**src/rtl/c2g_pkg.sv**
```systemverilog
// c2g_pkg: shared types and constants for the character to glyph segment map
// holds transaction payload structs, the table entry layout and the scan states
// no dependencies
`default_nettype none

package c2g_pkg;

    localparam int CODE_W = 16;
    localparam int SLOT_W = 6;
    localparam int HIT_W  = 6;
    localparam int CFG_W  = 7;

    typedef enum logic
    {
        FUNC_WRITE  = 1'b0,
        FUNC_LOOKUP = 1'b1
    } func_t;

    typedef struct packed
    {
        func_t                     func;
        logic [SLOT_W-1:0]         seg_index;
        logic [CODE_W-1:0]         seg_start;
        logic [CODE_W-1:0]         seg_end;
        logic signed [CODE_W-1:0]  seg_delta;
        logic [CODE_W-1:0]         char_code;
    } req_item_t;

    typedef struct packed
    {
        logic [CODE_W-1:0] glyph_id;
        logic              found;
        logic [HIT_W-1:0]  hit_segment;
    } rsp_item_t;

    // one table slot, 48 bits
    typedef struct packed
    {
        logic [CODE_W-1:0]         seg_start;
        logic [CODE_W-1:0]         seg_end;
        logic signed [CODE_W-1:0]  seg_delta;
    } seg_entry_t;

    typedef struct packed
    {
        logic wr_en;
        logic rd_en;
    } mem_ctrl_t;

    typedef enum logic [1:0]
    {
        ST_IDLE = 2'd0,
        ST_SCAN = 2'd1,
        ST_DONE = 2'd2
    } scan_state_t;

endpackage : c2g_pkg

`default_nettype wire

```
**src/rtl/c2g_seg_mem.sv**
```systemverilog
// c2g_seg_mem: segment table storage, one write port and one registered read port
// depends on c2g_pkg for the entry layout
`default_nettype none

module c2g_seg_mem
    import c2g_pkg::*;
#(
    parameter int MAX_SEGMENTS = 64
)
(
    input  wire logic                                               clk,
    input  wire mem_ctrl_t                                          mem_ctl,
    input  wire logic [((MAX_SEGMENTS > 1) ? $clog2(MAX_SEGMENTS) : 1)-1:0] waddr,
    input  wire seg_entry_t                                         wdata,
    input  wire logic [((MAX_SEGMENTS > 1) ? $clog2(MAX_SEGMENTS) : 1)-1:0] raddr,
    output      seg_entry_t                                         rdata
);

    seg_entry_t seg_table [MAX_SEGMENTS];
    seg_entry_t rdata_reg;

    always_ff @(posedge clk)
    begin
        if (mem_ctl.wr_en)
        begin
            seg_table[waddr] <= wdata;
        end
    end

    always_ff @(posedge clk)
    begin
        if (mem_ctl.rd_en)
        begin
            rdata_reg <= seg_table[raddr];
        end
    end

    assign rdata = rdata_reg;

endmodule : c2g_seg_mem

`default_nettype wire

```
**src/rtl/c2g_scan_ctrl.sv**
```systemverilog
// c2g_scan_ctrl: transaction intake, in-order table scan and result register
// depends on c2g_pkg; drives the ports of c2g_seg_mem
`default_nettype none

module c2g_scan_ctrl
    import c2g_pkg::*;
#(
    parameter int MAX_SEGMENTS = 64
)
(
    input  wire logic                                      clk,
    input  wire logic                                      rst_n,
    input  wire logic [$clog2(MAX_SEGMENTS + 1)-1:0]       scan_limit,
    input  wire logic                                      req_valid,
    output      logic                                      req_ready,
    input  wire req_item_t                                 req,
    output      logic                                      rsp_valid,
    input  wire logic                                      rsp_ready,
    output      rsp_item_t                                 rsp,
    output      mem_ctrl_t                                 mem_ctl,
    output      logic [((MAX_SEGMENTS > 1) ? $clog2(MAX_SEGMENTS) : 1)-1:0] mem_waddr,
    output      seg_entry_t                                mem_wdata,
    output      logic [((MAX_SEGMENTS > 1) ? $clog2(MAX_SEGMENTS) : 1)-1:0] mem_raddr,
    input  wire seg_entry_t                                mem_rdata
);

    localparam int IDX_W = (MAX_SEGMENTS > 1) ? $clog2(MAX_SEGMENTS) : 1;
    localparam int LIM_W = $clog2(MAX_SEGMENTS + 1);

    scan_state_t       state_reg, state_next;
    logic [CODE_W-1:0] code_reg, code_next;
    logic [LIM_W-1:0]  issue_idx_reg, issue_idx_next;
    logic              rd_vld_reg, rd_vld_next;
    logic [IDX_W-1:0]  rd_idx_reg, rd_idx_next;
    rsp_item_t         res_reg, res_next;
    logic              rsp_valid_reg, rsp_valid_next;
    rsp_item_t         rsp_reg, rsp_next;

    logic req_fire;
    logic wr_in_range;
    logic more_slots;
    logic scan_hit;
    logic scan_miss;
    logic rsp_free;
    logic issue;

    assign req_ready   = (state_reg == ST_IDLE);
    assign req_fire    = req_valid && req_ready;
    assign wr_in_range = (32'(req.seg_index) < 32'(MAX_SEGMENTS));
    assign more_slots  = (issue_idx_reg < scan_limit);

    // the returning entry ends the scan once its end code reaches the character
    assign scan_hit  = (state_reg == ST_SCAN) && rd_vld_reg && (mem_rdata.seg_end >= code_reg);
    assign scan_miss = (state_reg == ST_SCAN) && !scan_hit && !more_slots;
    assign issue     = (state_reg == ST_SCAN) && !scan_hit && more_slots;
    assign rsp_free  = !rsp_valid_reg || rsp_ready;

    assign mem_ctl.wr_en = req_fire && (req.func == FUNC_WRITE) && wr_in_range;
    assign mem_ctl.rd_en = issue;
    assign mem_waddr     = IDX_W'(req.seg_index);
    assign mem_wdata     = '{seg_start: req.seg_start, seg_end: req.seg_end,
                             seg_delta: req.seg_delta};
    assign mem_raddr     = issue_idx_reg[IDX_W-1:0];

    assign rsp_valid = rsp_valid_reg;
    assign rsp       = rsp_reg;

    always_comb
    begin
        state_next = state_reg;
        unique case (state_reg)
            ST_IDLE:
            begin
                if (req_fire && (req.func == FUNC_LOOKUP))
                begin
                    state_next = ST_SCAN;
                end
            end
            ST_SCAN:
            begin
                if (scan_hit || scan_miss)
                begin
                    state_next = ST_DONE;
                end
            end
            ST_DONE:
            begin
                if (rsp_free)
                begin
                    state_next = ST_IDLE;
                end
            end
            default:
            begin
                state_next = ST_IDLE;
            end
        endcase
    end

    always_comb
    begin
        code_next      = code_reg;
        issue_idx_next = issue_idx_reg;
        rd_vld_next    = issue;
        rd_idx_next    = rd_idx_reg;
        res_next       = res_reg;
        rsp_valid_next = rsp_valid_reg && !rsp_ready;
        rsp_next       = rsp_reg;

        if (req_fire)
        begin
            code_next      = req.char_code;
            issue_idx_next = '0;
        end

        if (issue)
        begin
            issue_idx_next = issue_idx_reg + LIM_W'(1);
            rd_idx_next    = issue_idx_reg[IDX_W-1:0];
        end

        if (scan_hit)
        begin
            if (mem_rdata.seg_start <= code_reg)
            begin
                res_next.glyph_id    = code_reg + $unsigned(mem_rdata.seg_delta);
                res_next.found       = 1'b1;
                res_next.hit_segment = HIT_W'(rd_idx_reg);
            end
            else
            begin
                res_next = '0;
            end
        end
        else if (scan_miss)
        begin
            res_next = '0;
        end

        if ((state_reg == ST_DONE) && rsp_free)
        begin
            rsp_valid_next = 1'b1;
            rsp_next       = res_reg;
        end
    end

    always_ff @(posedge clk or negedge rst_n)
    begin
        if (!rst_n)
        begin
            state_reg     <= ST_IDLE;
            rd_vld_reg    <= 1'b0;
            rsp_valid_reg <= 1'b0;
        end
        else
        begin
            state_reg     <= state_next;
            rd_vld_reg    <= rd_vld_next;
            rsp_valid_reg <= rsp_valid_next;
        end
    end

    always_ff @(posedge clk)
    begin
        code_reg      <= code_next;
        issue_idx_reg <= issue_idx_next;
        rd_idx_reg    <= rd_idx_next;
        res_reg       <= res_next;
        rsp_reg       <= rsp_next;
    end

endmodule : c2g_scan_ctrl

`default_nettype wire

```
**src/rtl/char_to_glyph_segment_map.sv**
```systemverilog
// char_to_glyph_segment_map: top level, segment count register and block assembly
// depends on c2g_pkg, c2g_seg_mem and c2g_scan_ctrl
//
// Maps 16-bit character codes to glyph ids through a table of up to MAX_SEGMENTS
// segments held in a single-port-read synchronous memory. A write transaction
// (func = write) stores start, end and delta at seg_index and returns
// nothing; slots at or above MAX_SEGMENTS are dropped. A lookup
// transaction walks slots 0, 1, 2, ... below the segment count (saturated to
// MAX_SEGMENTS) and stops at the first slot whose end code is at least the
// character; if that slot's start is also at most the character, found is set
// and glyph_id is code plus delta modulo 65536, otherwise found, glyph_id and
// hit_segment are zero. The scan reads one slot per cycle through the memory
// read port; a finished lookup holds the block while the previous result
// still waits in the output register. The table has no reset: a lookup
// that reaches a never-written slot returns undefined fields. The result sits
// in an output register, so a new transaction is taken while a result still
// waits. segment_count may only be changed while the block is idle.
`default_nettype none

module char_to_glyph_segment_map
    import c2g_pkg::*;
#(
    parameter int MAX_SEGMENTS = 64
)
(
    input  wire logic             clk,
    input  wire logic             rst_n,
    input  wire logic             cfg_we,
    input  wire logic [CFG_W-1:0] cfg_wdata,
    input  wire logic             req_valid,
    output      logic             req_ready,
    input  wire req_item_t        req,
    output      logic             rsp_valid,
    input  wire logic             rsp_ready,
    output      rsp_item_t        rsp
);

    localparam int IDX_W = (MAX_SEGMENTS > 1) ? $clog2(MAX_SEGMENTS) : 1;
    localparam int LIM_W = $clog2(MAX_SEGMENTS + 1);
    localparam int CMP_W = (LIM_W > CFG_W) ? LIM_W : CFG_W;

    // segment count register, reset to an empty table
    logic [CFG_W-1:0] segment_count_reg, segment_count_next;
    logic [LIM_W-1:0] scan_limit;

    // memory port signals between the scanner and the table
    mem_ctrl_t        mem_ctl;
    logic [IDX_W-1:0] mem_waddr;
    logic [IDX_W-1:0] mem_raddr;
    seg_entry_t       mem_wdata;
    seg_entry_t       mem_rdata;

    assign segment_count_next = cfg_we ? cfg_wdata : segment_count_reg;

    always_ff @(posedge clk or negedge rst_n)
    begin
        if (!rst_n)
        begin
            segment_count_reg <= '0;
        end
        else
        begin
            segment_count_reg <= segment_count_next;
        end
    end

    // counts beyond the table depth search the whole table
    assign scan_limit = (CMP_W'(segment_count_reg) > CMP_W'(MAX_SEGMENTS)) ?
                        LIM_W'(MAX_SEGMENTS) : LIM_W'(segment_count_reg);

    c2g_scan_ctrl #(
        .MAX_SEGMENTS (MAX_SEGMENTS)
    ) u_scan_ctrl (
        .clk        (clk),
        .rst_n      (rst_n),
        .scan_limit (scan_limit),
        .req_valid  (req_valid),
        .req_ready  (req_ready),
        .req        (req),
        .rsp_valid  (rsp_valid),
        .rsp_ready  (rsp_ready),
        .rsp        (rsp),
        .mem_ctl    (mem_ctl),
        .mem_waddr  (mem_waddr),
        .mem_wdata  (mem_wdata),
        .mem_raddr  (mem_raddr),
        .mem_rdata  (mem_rdata)
    );

    c2g_seg_mem #(
        .MAX_SEGMENTS (MAX_SEGMENTS)
    ) u_seg_mem (
        .clk     (clk),
        .mem_ctl (mem_ctl),
        .waddr   (mem_waddr),
        .wdata   (mem_wdata),
        .raddr   (mem_raddr),
        .rdata   (mem_rdata)
    );

    // table writes only happen at intake, reads only during a scan
    a_no_rw_overlap: assert property (@(posedge clk) disable iff (!rst_n)
        !(mem_ctl.wr_en && mem_ctl.rd_en))
        else $error("segment table written and read in the same cycle");

    // the scan never reads past the searched range
    a_read_in_range: assert property (@(posedge clk) disable iff (!rst_n)
        mem_ctl.rd_en |-> (LIM_W'(mem_raddr) < scan_limit))
        else $error("segment table read beyond the segment count");

    // a miss carries zero glyph and zero slot
    a_miss_is_zero: assert property (@(posedge clk) disable iff (!rst_n)
        (rsp_valid && !rsp.found) |-> ((rsp.glyph_id == '0) && (rsp.hit_segment == '0)))
        else $error("miss transaction with nonzero glyph or slot");

    // no read is started in the cycle a new transaction is taken
    a_intake_quiet: assert property (@(posedge clk) disable iff (!rst_n)
        (req_valid && req_ready) |=> !$past(mem_ctl.rd_en))
        else $error("scan read issued while taking a transaction");

endmodule : char_to_glyph_segment_map

`default_nettype wire
```
**config.mk**
```make
export PLATFORM = sky130hd
export DESIGN_NAME = char_to_glyph_segment_map
export DESIGN_NICKNAME = d
export VERILOG_FILES = /design/src/rtl/c2g_pkg.sv /design/src/rtl/c2g_seg_mem.sv /design/src/rtl/c2g_scan_ctrl.sv /design/src/rtl/char_to_glyph_segment_map.sv
export SDC_FILE = /design/constraint.sdc
export NUM_CORES = 2
export LEC_CHECK = 0
export BUFFER_PORTS_ARGS = -buffer_cell sky130_fd_sc_hd__buf_2
export CORE_UTILIZATION = 45
export DETAILED_ROUTE_END_ITERATION = 16
export SYNTH_ARGS = -nofsm -noshare
export SYNTH_HDL_FRONTEND = slang
export SYNTH_SLANG_ARGS = --single-unit
```
**constraint.sdc**
```tcl
create_clock -name clk -period 3.9 [get_ports clk]
set_clock_uncertainty 0.2 [all_clocks]
set_input_delay 0.39 -clock clk [delete_from_list [all_inputs] [get_ports clk]]
set_output_delay 0.39 -clock clk [all_outputs]
set_load 0.05 [all_outputs]
```
==> impl_metrics.env <==
export IMPL_status="finished clean"
export IMPL_first_global_vias=60500
export IMPL_post_route_util=0.525
export IMPL_fin_crit_ps=3730
export IMPL_netlist_area_sq_um=122000
export IMPL_rows=190
export IMPL_worst_path_max_delay_cell="a221oi_1"
export IMPL_crit_chain="buf_12 -> buf_4 -> buf_12 -> mux4_2 -> a22o_1 -> a221oi_1 -> o221ai_1 -> buf_4"
export IMPL_rsz0062_at_grt="false"
export IMPL_cp_required_ps=4390
export IMPL_most_common_layout_cells="edfxtp_1, mux4_2, clkbuf_16"
export IMPL_p_sw_frac=0.292
export IMPL_rrSetupSlack_ps=170
export IMPL_h_tree_depth=5
export IMPL_initial_core_util=0.453
export IMPL_cap_viol_max_count=0
export IMPL_hpwl_microns=191000
export IMPL_final_max_slew_viol_count=0
export IMPL_grt_ovfl_total=0
export IMPL_post_place_ws_ps=3.48
export IMPL_setup_slack_ps=174
export IMPL_drt_iter0_drc=8498
export IMPL_areaGrowthSynthToFinish_pct=15.8
export IMPL_power_frac_seq=0.412
export IMPL_combPwrFrac=0.267
export IMPL_clock_sinks=3206
export IMPL_largest_reg_flops=3072
export IMPL_final_nets=5949
export IMPL_synth_seq_area_share=0.790
export IMPL_grt_pass1_wl_microns=484000
export IMPL_fin_crit_sh=0.955
export IMPL_clockPowerShare=0.321
export IMPL_synth_area_per_cell_sq_um=23.2
export IMPL_cp_start_kind="flop"
export IMPL_cts_made_buffers=338
export IMPL_wl_microns=350000
export IMPL_clkTransAtPathRegs_ps=60
export IMPL_pin_count=108
export IMPL_vias=61800
export IMPL_final_antenna_net_count=0
export IMPL_dieArea_sq_um=273000
export IMPL_die_w_microns=522
export IMPL_critPathLaunch="u_scan_ctrl.issue_idx_reg[0]"
export IMPL_clk_latency_ps=940
export IMPL_synth_edf_count=3195
export IMPL_coreArea_sq_um=269000
export IMPL_fin_tns_setup_ps=0
export IMPL_track_usage=0.257
export IMPL_cp_arrival_ps=4210
export IMPL_relSlewSlack=0.128
export IMPL_ys_types=62
export IMPL_p_sw_mw=28.0
export IMPL_grt_max_degree=67
export IMPL_io_buffers=107
export IMPL_r2r_end="u_seg_mem.rdata[33]"
export IMPL_dieHeight_microns=522
export IMPL_root_buffer="clkbuf_16"
export IMPL_cts_setup_buffers=0
export IMPL_endpoint="u_seg_mem.rdata[33]"
export IMPL_clock_fmax_mhz=268
export IMPL_async_flop_share=0.00343
export IMPL_synth_warnings=0
export IMPL_syn_instance_count=5257
export IMPL_intPower_mw=68.0
export IMPL_cts_tree="yes"
export IMPL_drt_wirelength_per_cell_microns=36.4
export IMPL_p_per_area_nw_per_um2=681
export IMPL_worst_pin_slew_ps=1310
export IMPL_gp_congestion=0.842
export IMPL_final_hold_viol_count=0
export IMPL_drive_gt1_frac=0.285
export IMPL_vias_per_cell=6.42
export IMPL_critPathKind="flop to flop"
export IMPL_drc=0
export IMPL_dr_pass1_iters=6
export IMPL_vdd_ir_drop_max_uv=467
export IMPL_hold_path_class="input port to flop"
export IMPL_path_max_fanout=25
export IMPL_r2r_cells=8
export IMPL_cp_end_kind="flop"
export IMPL_p_total_mw=96.0
export IMPL_layout_commonest_cell="edfxtp_1"
export IMPL_rr_startpoint="u_scan_ctrl.issue_idx_reg[0]"
export IMPL_finalSetupViolCount=0
export IMPL_power_leakage_nw=43.8
export IMPL_antenna_found_initial=18
export IMPL_syn_nets=5395
export IMPL_slowest_delay_ps=630
export IMPL_cts_max_path_buffers=4
export IMPL_synth_seq_cells=3206
export IMPL_synth_main_ff_cell="edfxtp_1"
cells in the mapped netlist, drive strengths merged, types with 32 or more instances:
master / number / area share
a22oi: 138 / 0.0085
a22o: 80 / 0.0058
nor2: 132 / 0.0041
buf: 150 / 0.0070
nand2: 58 / 0.0018
clkbuf: 135 / 0.0042
ha: 54 / 0.0055
a221oi: 90 / 0.0065
o21ai: 36 / 0.0015
mux4: 772 / 0.14
o221ai: 45 / 0.0032
a21oi: 84 / 0.0035
edfxtp: 3195 / 0.79
o22ai: 32 / 0.0016
power groups by stage:
| stage | Clock [mW] | Combinational [mW] | Sequential, mW |
|---|---|---|---|
| floorplan | 0 | 16.0 | 39.8 |
| global placement | 0 | 25.4 | 40.2 |
| detailed placement | 0 | 25.5 | 40.2 |
| CTS | 31.2 | 25.7 | 39.5 |
| global route | 32.5 | 26.9 | 39.5 |
| finish | 30.8 | 25.6 | 39.5 |
layout make-up:
type | instances | area (sq um)
fillers | 20600 | 128000
flip-flops and latches | 3206 | 96200
multi-input cells | 1736 | 24600
clock buffers | 424 | 8930
repair buffers | 499 | 5110
well taps | 3552 | 4440
clock inverters | 171 | 1510
inverters | 30 | 118
diodes | 10 | 25.0
per-layer routing:
metal / global-route usage / vias up / wire length (microns)
li1: - / 23900 / -
met3: 0.0469 / 551 / 31200
met4: 0.0740 / 8 / 10300
met1: 0.372 / 34100 / 144000
met2: 0.401 / 3228 / 165000
met5: 0 / - / 31
worst max-delay path, delay by kind of cell, from the launching register on:
family / cells / cell delay, ps
compound gates: 3 / 1370
buf+inv: 4 / 930
flops: 1 / 450
mux: 1 / 530
per-stage QoR:
stage | hold WS [ps] | cells | area, sq um
finish | 28.3 | 9628 | 141000
global route | 51.7 | 9622 | 141000
CTS | 4.65 | 9618 | 141000
detailed placement | 91.7 | 8950 | 130000
global placement | 88.6 | 8950 | 130000
floorplan | -106 | 5257 | 122000
worst min path at each step:
stage	cells after the start	to	from	slack (ps)
2_1_floorplan	0	segment_count_reg[0]	rst_n	-110
3_3_place_gp	1	segment_count_reg[4]	rst_n	90
3_5_place_dp	1	segment_count_reg[0]	rst_n	90
4_1_cts	1	u_seg_mem.seg_table[10][2]	req[18]	5
5_1_grt	2	u_scan_ctrl.code_reg[6]	req[6]	50
6_report	1	u_seg_mem.seg_table[34][32]	req[48]	30
kinds of logic (layout without fill, tap and decap cells):
| logic type | count (synthesis) | in the layout | share of synthesized area |
|---|---|---|---|
| other | 0 | 10 | 0 |
| and+or+nand+nor | 305 | 305 | 0.0117 |
| DFF | 3206 | 3206 | 0.790 |
| xor gates and xnor gates | 12 | 12 | 0.000863 |
| AOI/OAI and AO/OA | 568 | 568 | 0.0347 |
| muxes | 796 | 796 | 0.145 |
| adders and majority gates | 55 | 55 | 0.00571 |
| buffers and inverters | 315 | 1124 | 0.0121 |
what timing repair did:
item                                    4_1_cts  5_1_grt
hold buffers                                 73        0
endpoints found under the hold margin      1133        0
endpoints found under the setup margin        9        0
gates resized for setup                       1        0
Note: power is estimated with default switching activity, not from simulation.
